`src/qrs_pkg.sv`:
```
// ----------------------------------------------------------------------------
// qrs_pkg: shared types and constants of the quadratic root solver
// Widths of the datapath and the outcome codes of a result item.
// ----------------------------------------------------------------------------
package qrs_pkg;

    localparam int COEF_W  = 16;   // Q8.8 coefficient
    localparam int ROOT_W  = 32;   // Q16.16 root
    localparam int RAD_W   = 64;   // discriminant scaled by 2^30
    localparam int SQRT_W  = 32;   // integer square root of the radicand
    localparam int DIVN_W  = 34;   // rounded numerator magnitude
    localparam int DIVD_W  = 16;   // divisor magnitude
    localparam int SIDE_W  = 1;    // default sideband width of the sub pipelines

    typedef enum logic [2:0] {
        OUT_ALL_X   = 3'd0,
        OUT_NO_ROOT = 3'd1,
        OUT_LINEAR  = 3'd2,
        OUT_DOUBLE  = 3'd3,
        OUT_TWO     = 3'd4
    } outcome_t;

endpackage

```
`src/qrs_div_pipe.sv`:
```
// ----------------------------------------------------------------------------
// qrs_div_pipe: pipelined unsigned restoring divider
// One quotient bit per stage; the divisor and sideband travel with the item.
// ----------------------------------------------------------------------------
module qrs_div_pipe #(
    parameter int SW = qrs_pkg::SIDE_W
) (
    input  logic                         aclk,
    input  logic                         aresetn,
    input  logic                         adv,
    input  logic                         in_valid,
    input  logic [qrs_pkg::DIVN_W-1:0]   in_num,
    input  logic [qrs_pkg::DIVD_W-1:0]   in_den,
    input  logic [SW-1:0]                in_side,
    output logic                         out_valid,
    output logic [qrs_pkg::DIVN_W-1:0]   out_quo,
    output logic [SW-1:0]                out_side
);

    localparam int N  = qrs_pkg::DIVN_W;
    localparam int DW = qrs_pkg::DIVD_W;

    logic          v_reg    [0:N-1];
    logic [DW-1:0] rem_reg  [0:N-1];
    logic [N-1:0]  w_reg    [0:N-1];
    logic [DW-1:0] den_reg  [0:N-1];
    logic [SW-1:0] side_reg [0:N-1];

    for (genvar i = 0; i < N; i++) begin : g_stage
        logic          v_in;
        logic [DW-1:0] rem_in;
        logic [N-1:0]  w_in;
        logic [DW-1:0] den_in;
        logic [SW-1:0] side_in;
        logic [DW:0]   x;
        logic [DW:0]   sub;
        logic          ge;

        if (i == 0) begin : g_first
            assign v_in    = in_valid;
            assign rem_in  = '0;
            assign w_in    = in_num;
            assign den_in  = in_den;
            assign side_in = in_side;
        end else begin : g_next
            assign v_in    = v_reg[i-1];
            assign rem_in  = rem_reg[i-1];
            assign w_in    = w_reg[i-1];
            assign den_in  = den_reg[i-1];
            assign side_in = side_reg[i-1];
        end

        // shift in the next dividend bit and try the subtract
        assign x   = {rem_in, w_in[N-1]};
        assign ge  = (x >= {1'b0, den_in});
        assign sub = x - {1'b0, den_in};

        always_ff @(posedge aclk) begin
            if (!aresetn) begin
                v_reg[i] <= 1'b0;
            end else if (adv) begin
                v_reg[i] <= v_in;
            end
        end

        always_ff @(posedge aclk) begin
            if (adv) begin
                side_reg[i] <= side_in;
                den_reg[i]  <= den_in;
                w_reg[i]    <= {w_in[N-2:0], ge};
                rem_reg[i]  <= ge ? sub[DW-1:0] : x[DW-1:0];
            end
        end
    end

    assign out_valid = v_reg[N-1];
    assign out_quo   = w_reg[N-1];
    assign out_side  = side_reg[N-1];

endmodule

```
`config.mk`:
```
export PLATFORM = sky130hd
export DESIGN_NAME = qrs_div_pipe
export DESIGN_NICKNAME = d
export VERILOG_FILES = /design/src/qrs_pkg.sv /design/src/qrs_div_pipe.sv
export SDC_FILE = /design/constraint.sdc
export NUM_CORES = 2
export LEC_CHECK = 0
export BUFFER_PORTS_ARGS = -buffer_cell sky130_fd_sc_hd__buf_2
export CAP_MARGIN = 20
export CORE_MARGIN = 2
export CORE_UTILIZATION = 41
export DETAILED_ROUTE_END_ITERATION = 12
export PLACE_DENSITY_LB_ADDON = 0.12
export SYNTH_ARGS = -nofsm -noshare
export SYNTH_HDL_FRONTEND = slang
export SYNTH_SLANG_ARGS = --single-unit
```
`constraint.sdc`:
```
create_clock -name aclk -period 4.3 [get_ports aclk]
set_input_delay 0.86 -clock aclk [delete_from_list [all_inputs] [get_ports aclk]]
set_output_delay 0.86 -clock aclk [all_outputs]
set_load 0.01 [all_outputs]
```
==> impl_metrics.json <==
{
  "status": "complete, no violations",
  "postSynth.asyncResetShare_pct": 0,
  "netlist_instances": 6957,
  "ys_seq_area_share_pct": 67.6,
  "rsz0062_at_grt": "no",
  "clk_pin_slew_ns": 0.06,
  "hp-class": "in2reg",
  "drt_iter0_markers": 4010,
  "multi_input_area_um2": 29800,
  "synth_seq_cells": 2280,
  "largest_reg_flops": 1156,
  "dp_cells": 10300,
  "maxCapViolCount": 0,
  "hold_buffers": 0,
  "gp_congestion": 0.854,
  "syn_area_um2": 101000,
  "hold_viol_final": 0,
  "syn_area_per_cell_um2": 14.5,
  "p_leak_nw": 43.7,
  "clock_skew_ns": 0.0727,
  "fin_crit_sh_pct": 79.6,
  "fmax_ghz": 0.292,
  "slew_headroom_pct": 40.0,
  "vias": 55100,
  "synth_xor_area_share_pct": 2.80,
  "slowest_stage": "o21ai_0",
  "clock_path_buffers": 3,
  "synth_compound_area_share_pct": 9.11,
  "core_um2": 246000,
  "synth_fa_ha_area_share_pct": 7.19,
  "fin_nets": 7917,
  "crit_path_end_kind": "flop",
  "synth_ff_type": "edfxtp_1",
  "cts_setup_buffers": 0,
  "cts_tree": "yes",
  "tns_ns": 0,
  "cts.sinks": 2280,
  "synth.area.mux_share_pct": 4.42,
  "cp.required_ns": 4.87,
  "slowest_delay_ns": 0.48,
  "synth_top_family_by_area": "compound AO/OA/AOI/OAI gates",
  "clock_latency_ns": 0.89,
  "die_h_um": 501,
  "setup_viol": 0,
  "start_util_pct": 41.2,
  "via_per_inst": 5.14,
  "die_area_um2": 251000,
  "p_per_area_nw_per_um2": 705,
  "cts_buffers": 240,
  "wl_per_cell_um": 18.1,
  "yosysUniqueCellTypes": 85,
  "grt_use_total_pct": 15.3,
  "crit_arrival_ns": 3.99,
  "instances_no_fill": 10700,
  "ys_warn_count": 0,
  "portBuffers": 90,
  "placementRows": 182,
  "grt_pass1_wl_um": 308000,
  "synth_edf_count": 2279,
  "fin_crit_ns": 3.42,
  "final_cell_mix": "2,279 x edfxtp_1, 691 x inv_1, 530 x ha_1",
  "dp_hpwl_um": 134000,
  "antenna_left": 0,
  "synthSimpleGateAreaFrac_pct": 5.94,
  "cp_max_fo": 10,
  "overflow": 0,
  "peakVddDrop_v": 0.000450,
  "crit_type": "reg2reg",
  "cts_resized": 0,
  "drc": 0,
  "final_common_cell": "edfxtp_1",
  "drt_pass1_iterations": 6,
  "area_growth_pct": 13.4,
  "n_fill_cell": 21400,
  "io_pins": 91,
  "die_x_um": 501,
  "finalMaxSlewViolations": 0,
  "syn-num-nets": 7574,
  "grt_max_degree": 161,
  "worst-slew-pin-transition_ns": 0.900,
  "cp-start-kind": "flop",
  "drive_gt1_share_pct": 12.5,
  "grt_pass1_vias": 54900,
  "wirelength_um": 194000,
  "ff_latch_area_um2": 68500,
  "antenna_found_initial": 4,
  "htreeDepth": 4,
  "cts-root-buf": "clkbuf_16",
  "path_cells": "ha_1, o21a_1, o31a_1, o21ai_0, a21oi_1, nor3_1, a31oi_2, buf_4, mux2_2"
}
## cells in the mapped netlist (all sizes together), types with 108 or more instances
master	n	area [µm²]
a21o	128	961
nand3	108	541
nor2	309	1160
o21ai	342	1720
mux2	340	3830
edfxtp	2279	68400
ha	530	6630
nand2	284	1070
o21a	121	908
xor2	114	998
xnor2	210	1840
inv	693	2600
a21oi	329	1650
## stage by stage
step                      utilization, %  area, µm²  hold WS, ns  setup WS [ns]  total power [W]
after floorplan                        -     101000        0.400           1.31           0.0525
after global placement              43.2     106000        0.401          0.894           0.0593
after detailed placement            43.2     106000        0.405          0.883           0.0595
after CTS                           46.7     115000       0.0292          0.842           0.0818
after global routing                46.7     115000       0.0426          0.637           0.0862
final                               46.7     115000        0.138          0.876           0.0809
## worst paths after layout
check | from | endpoint | slack (ns) | depth (start not counted)
worst max-delay path | rem_reg[14][1]$_DFFE_PP_ | rem_reg[15][13]$_DFFE_PP_ | 0.88 | 9
worst min-delay path | in_num[3] | w_reg[0][4]$_DFFE_PP_ | 0.14 | 1
worst max register to register | rem_reg[14][1]$_DFFE_PP_ | rem_reg[15][13]$_DFFE_PP_ | 0.88 | 9
worst min register to register | w_reg[3][4]$_DFFE_PP_ | w_reg[4][5]$_DFFE_PP_ | 0.37 | 0
## worst max-delay path: cells and delay by family, from the launching register on
family	cells	cell delay, ns
simple gates	1	0.38
flops	1	0.43
mux	1	0.29
fa+ha+maj	1	0.38
compound gates	5	1.31
buf+inv	1	0.31
## logic make-up after synthesis
kind of cell	after synthesis
compound gates	1403
flops	2280
xor+xnor	324
fa+ha+maj	562
buf+inv	771
mux	404
simple gates	1213
## area by class of cell
cell class / count / share of cell area [%]
flip-flops and latches: 2280 / 59.7
multi-input cells: 3906 / 26.0
clock buffers: 276 / 5.35
well taps: 3220 / 3.51
inverters: 693 / 2.27
clock inverters: 178 / 1.99
repair buffers: 179 / 1.20
diodes: 1 / 0.00218
## metal layers
| metal | vias up | part of all wire [%] | GRT usage (%) |
|---|---|---|---|
| met2 | 975 | 46 | 24.4 |
| met5 | - | 0 | 0 |
| li1 | 26900 | - | - |
| met3 | 308 | 3.9 | 2.43 |
| met1 | 26900 | 47 | 21.8 |
| met4 | 0 | 2.4 | 4.13 |
## power by group
group | switching, W | internal, W | total (W)
logic | 0.0144 | 0.0125 | 0.0270
registers | 0.00217 | 0.0301 | 0.0323
clock network | 0.00887 | 0.0127 | 0.0216
No activity file was read; power rests on OpenSTA's default activity.
