===== config.mk =====
export PLATFORM = sky130hd
export DESIGN_NAME = qrs_sqrt_pipe
export DESIGN_NICKNAME = d
export VERILOG_FILES = /design/src/qrs_pkg.sv /design/src/qrs_sqrt_pipe.sv
export SDC_FILE = /design/constraint.sdc
export NUM_CORES = 2
export LEC_CHECK = 0
export BUFFER_PORTS_ARGS = -buffer_cell sky130_fd_sc_hd__buf_2
export CAP_MARGIN = 40
export CORE_ASPECT_RATIO = 0.8
export CORE_MARGIN = 5
export CORE_UTILIZATION = 45
export DETAILED_ROUTE_END_ITERATION = 7
export GPL_ROUTABILITY_DRIVEN = 0
export SLEW_MARGIN = 20
export SYNTH_ARGS = -nofsm -noshare
export SYNTH_HDL_FRONTEND = slang
export SYNTH_MEMORY_MAX_BITS = 65536
export SYNTH_SLANG_ARGS = --single-unit

===== constraint.sdc =====
create_clock -name aclk -period 8.59 [get_ports aclk]
set_input_delay 1.718 -clock aclk [delete_from_list [all_inputs] [get_ports aclk]]
set_output_delay 1.718 -clock aclk [all_outputs]
set_load 0.02 [all_outputs]

===== src/qrs_pkg.sv =====
// ----------------------------------------------------------------------------
// qrs_pkg: shared types and constants of the quadratic root solver
// Widths of the datapath and the outcome codes of a result item.
// ----------------------------------------------------------------------------
package qrs_pkg;

    localparam int COEF_W  = 16;   // Q8.8 coefficient
    localparam int ROOT_W  = 32;   // Q16.16 root
    localparam int RAD_W   = 64;   // discriminant scaled by 2^30
    localparam int SQRT_W  = 32;   // integer square root of the radicand
    localparam int DIVN_W  = 34;   // rounded numerator magnitude
    localparam int DIVD_W  = 16;   // divisor magnitude
    localparam int SIDE_W  = 1;    // default sideband width of the sub pipelines

    typedef enum logic [2:0] {
        OUT_ALL_X   = 3'd0,
        OUT_NO_ROOT = 3'd1,
        OUT_LINEAR  = 3'd2,
        OUT_DOUBLE  = 3'd3,
        OUT_TWO     = 3'd4
    } outcome_t;

endpackage


===== src/qrs_sqrt_pipe.sv =====
// ----------------------------------------------------------------------------
// qrs_sqrt_pipe: pipelined integer square root
// One result bit per stage, floor(sqrt(rad)); sideband rides along.
// ----------------------------------------------------------------------------
module qrs_sqrt_pipe #(
    parameter int SW = qrs_pkg::SIDE_W
) (
    input  logic                         aclk,
    input  logic                         aresetn,
    input  logic                         adv,
    input  logic                         in_valid,
    input  logic [qrs_pkg::RAD_W-1:0]    in_rad,
    input  logic [SW-1:0]                in_side,
    output logic                         out_valid,
    output logic [qrs_pkg::SQRT_W-1:0]   out_root,
    output logic [SW-1:0]                out_side
);

    localparam int N  = qrs_pkg::SQRT_W;
    localparam int RW = qrs_pkg::SQRT_W + 4;

    logic                        v_reg    [0:N-1];
    logic [RW-1:0]               rem_reg  [0:N-1];
    logic [N-1:0]                root_reg [0:N-1];
    logic [qrs_pkg::RAD_W-1:0]   rad_reg  [0:N-1];
    logic [SW-1:0]               side_reg [0:N-1];

    for (genvar i = 0; i < N; i++) begin : g_stage
        logic                      v_in;
        logic [RW-1:0]             rem_in;
        logic [N-1:0]              root_in;
        logic [qrs_pkg::RAD_W-1:0] rad_in;
        logic [SW-1:0]             side_in;
        logic [RW:0]               diff;

        if (i == 0) begin : g_first
            assign v_in    = in_valid;
            assign rem_in  = '0;
            assign root_in = '0;
            assign rad_in  = in_rad;
            assign side_in = in_side;
        end else begin : g_next
            assign v_in    = v_reg[i-1];
            assign rem_in  = rem_reg[i-1];
            assign root_in = root_reg[i-1];
            assign rad_in  = rad_reg[i-1];
            assign side_in = side_reg[i-1];
        end

        // trial subtract of (4*root + 1) from the shifted remainder
        assign diff = {1'b0, rem_in[RW-3:0], rad_in[qrs_pkg::RAD_W-1 -: 2]}
                    - {1'b0, 2'b00, root_in, 2'b01};

        always_ff @(posedge aclk) begin
            if (!aresetn) begin
                v_reg[i] <= 1'b0;
            end else if (adv) begin
                v_reg[i] <= v_in;
            end
        end

        always_ff @(posedge aclk) begin
            if (adv) begin
                side_reg[i] <= side_in;
                rad_reg[i]  <= {rad_in[qrs_pkg::RAD_W-3:0], 2'b00};
                if (!diff[RW]) begin
                    rem_reg[i]  <= diff[RW-1:0];
                    root_reg[i] <= {root_in[N-2:0], 1'b1};
                end else begin
                    rem_reg[i]  <= {rem_in[RW-3:0], rad_in[qrs_pkg::RAD_W-1 -: 2]};
                    root_reg[i] <= {root_in[N-2:0], 1'b0};
                end
            end
        end
    end

    assign out_valid = v_reg[N-1];
    assign out_root  = root_reg[N-1];
    assign out_side  = side_reg[N-1];

endmodule


==> out/metrics.cfg <==
[run_status]
outcome = completed

[pwr]
clockPowerShare = 0.331
power.density_mw_per_mm2 = 270.2
intPower_mw = 25.95
combPwrFrac = 0.191
switching_share = 0.2730
netSwitchingPower_mw = 9.745
ir_drop_uv = 164.8
p_seq_frac = 0.478
leakage_nw = 50.10

[critical_path]
required_ns = 9.16
critPathSlowestCell = o41ai_1
rrSetupSlack_ns = 3.71
end_kind = register
cp.arrival_ns = 5.45
cp_max_fo = 41
cp_num_buf_inv = 3
crit_path_cell_trace = inv_1 > ha_1 > o211ai_1 > a21oi_1 > o41ai_1 > o31ai_1 > a21oi_1 > o31ai_1 > and4_1 > nor2_2 > buf_4 > inv_1 > mux2_2
cp_top_family = compound AO/OA/AOI/OAI gates
start_kind = register
critPathKind = reg -> reg
crit_path_max_incr_delay_ns = 0.76

[timing]
max_slew_margin = 0.2027
rsz0062_at_grt = no
fin_tns_setup_ns = 0
timing.fmax_mhz = 204.8
worst_slew_pin_slew_ns = 1.196
clock_skew_ns = 0.04514
fin_crit_ns = 4.883
period_share = 0.5685
hold_viol_final = 0
finalSetupViolCount = 0
slew_violations = 0

[cts]
cts-htree-levels = 5
path_clk_slew_ns = 0.06
tritoncts = yes
cts_sinks = 2587
cts_made_buffers = 281
clk_path_buf_depth = 4
cts-root-buf = clkbuf_16
postCtsHoldBufs = 0
cts_setup_buffers = 0
post_cts_resized = 0
clk_latency_ns = 0.85

[synthesis]
synth-edff-count = 2585
syn_area_mm2 = 0.1181
synth_nets = 9615
synthArstFlopShare = 0
yosysWarnings = 0
synth_ff_type = edfxtp_1
synth_seq_cells = 2587
synthCells = 9013
synth.yosys.seq_area_share = 0.6579
yosysUniqueCellTypes = 91
syn-mean-instance-area_um2 = 13.10

[global_routing]
antenna_found_initial = 1
grt_pass1_vias = 67550
grt_max_degree = 196
grt_pass1_wl_um = 358900
grt_usage = 0.1603
grt.overflow.total = 0

[layout]
most-common-layout-cells = edfxtp_1 (2585), nand2_1 (704), inv_1 (700)
drive_gt1_frac = 0.07639
layout_commonest_cell = edfxtp_1
fillers = 22300
nets = 9879
synthToLayoutAreaGrowth_pct = 11.88
instances_no_fill = 12960
largest_reg_flops = 1003

[routing]
drc_errors = 0
wl_per_cell_um = 17.23
avgViaCountPerCell = 5.310
vias = 68840
final_antenna_net_count = 0
drtIter0Drc = 4619
routed_wl_um = 223400
drtPass1Iterations = 6

[floorplan]
die_w_um = 582.7
pin_count = 103
die_area_mm2 = 0.2728
fp-row-count = 168
initial_core_util = 0.4515
core_mm2 = 0.2615
dieHeight_um = 468.1

[placed_design]
hpwl_um = 156200
dp_cells = 12470
port-buffer-count = 102

[worst_hold_path]
hold_class = reg -> reg

[flow_run]
max-cap-violations = 0

[metrics by stage]
step | cell area (um2) | setup WS, ns | hold WS, ns | utilization | total power [mW]
2_1_floorplan | 118100 | 3.649 | 0.4003 | - | 22.10
3_3_place_gp | 122700 | 3.270 | 0.4004 | 0.4694 | 23.88
3_5_place_dp | 123000 | 3.240 | 0.4045 | 0.4702 | 24.08
4_1_cts | 131900 | 3.788 | 0.3940 | 0.5044 | 36.14
5_1_grt | 132100 | 3.422 | 0.4098 | 0.5051 | 37.63
6_report | 132100 | 3.707 | 0.3934 | 0.5051 | 35.69
[power groups by stage]
| stage | logic [mW] | clock network [mW] | registers [mW] |
|---|---|---|---|
| final | 6.82 | 11.8 | 17.0 |
| after floorplan | 5.30 | 0 | 16.8 |
| after global routing | 7.67 | 12.8 | 17.2 |
| after CTS | 6.80 | 12.3 | 17.1 |
| after global placement | 6.54 | 0 | 17.3 |
| after detailed placement | 6.76 | 0 | 17.3 |
[area by class of cell]
type | instances | area (um2) | area share
antenna | 1 | 2.502 | 0.00001895
clock buffer | 344 | 7491 | 0.05672
clock inverter | 140 | 1448 | 0.01096
inverter | 701 | 2631 | 0.01992
multi-input combinational | 5526 | 37050 | 0.2805
sequential | 2587 | 77660 | 0.5880
tap | 3485 | 4360 | 0.03301
timing repair buffer | 180 | 1436 | 0.01088
[synthesized netlist by cell type (48+ instances only)]
cell type	n	share of area
nor4_1	102	0.0054
nand4_1	51	0.0027
xor2_1	435	0.032
or2_2	56	0.0030
clkbuf_1	167	0.0053
o21ai_0	556	0.024
nand2b_1	140	0.0074
a211oi_1	48	0.0031
ha_1	533	0.056
mux2_2	48	0.0046
a21o_1	216	0.014
inv_1	700	0.022
edfxtp_1	2585	0.66
o21a_1	102	0.0065
nor2b_1	83	0.0044
and3_1	71	0.0038
nand2_1	704	0.022
or3_1	80	0.0042
xnor2_1	379	0.028
or4_1	52	0.0033
nor3_1	226	0.0096
a21oi_1	497	0.021
nor2_1	501	0.016
nand3_1	124	0.0053
[final timing paths]
check | startpoint | endpoint | cells past startpoint
setup / recovery | root_reg[1][385] | rem_reg[1][489] | 13
setup reg to reg | root_reg[1][385] | rem_reg[1][489] | 13
hold reg to reg | side_reg[1][7] | side_reg[1][8] | 0
hold / removal | side_reg[1][7] | side_reg[1][8] | 0
[cells by family after synthesis]
logic type                 Yosys count  share of synthesized area
AOI/OAI and AO/OA                 1757                    0.09166
muxes                               59                   0.005511
and+or+nand+nor                   2363                    0.09918
xor gates and xnor gates           814                    0.06039
adders and majority gates          533                    0.05649
buffers and inverters              900                    0.02891
DFF                               2587                     0.6579
[routing by layer]
layer  up-vias  GRT usage  part of all wire
met5         -          0                 0
met1     33280     0.2215              0.46
met4         0    0.04910             0.029
met3       427    0.02175             0.044
li1      33710          -                 -
met2      1428     0.2652              0.47
No activity file was read; power rests on OpenSTA's default activity.
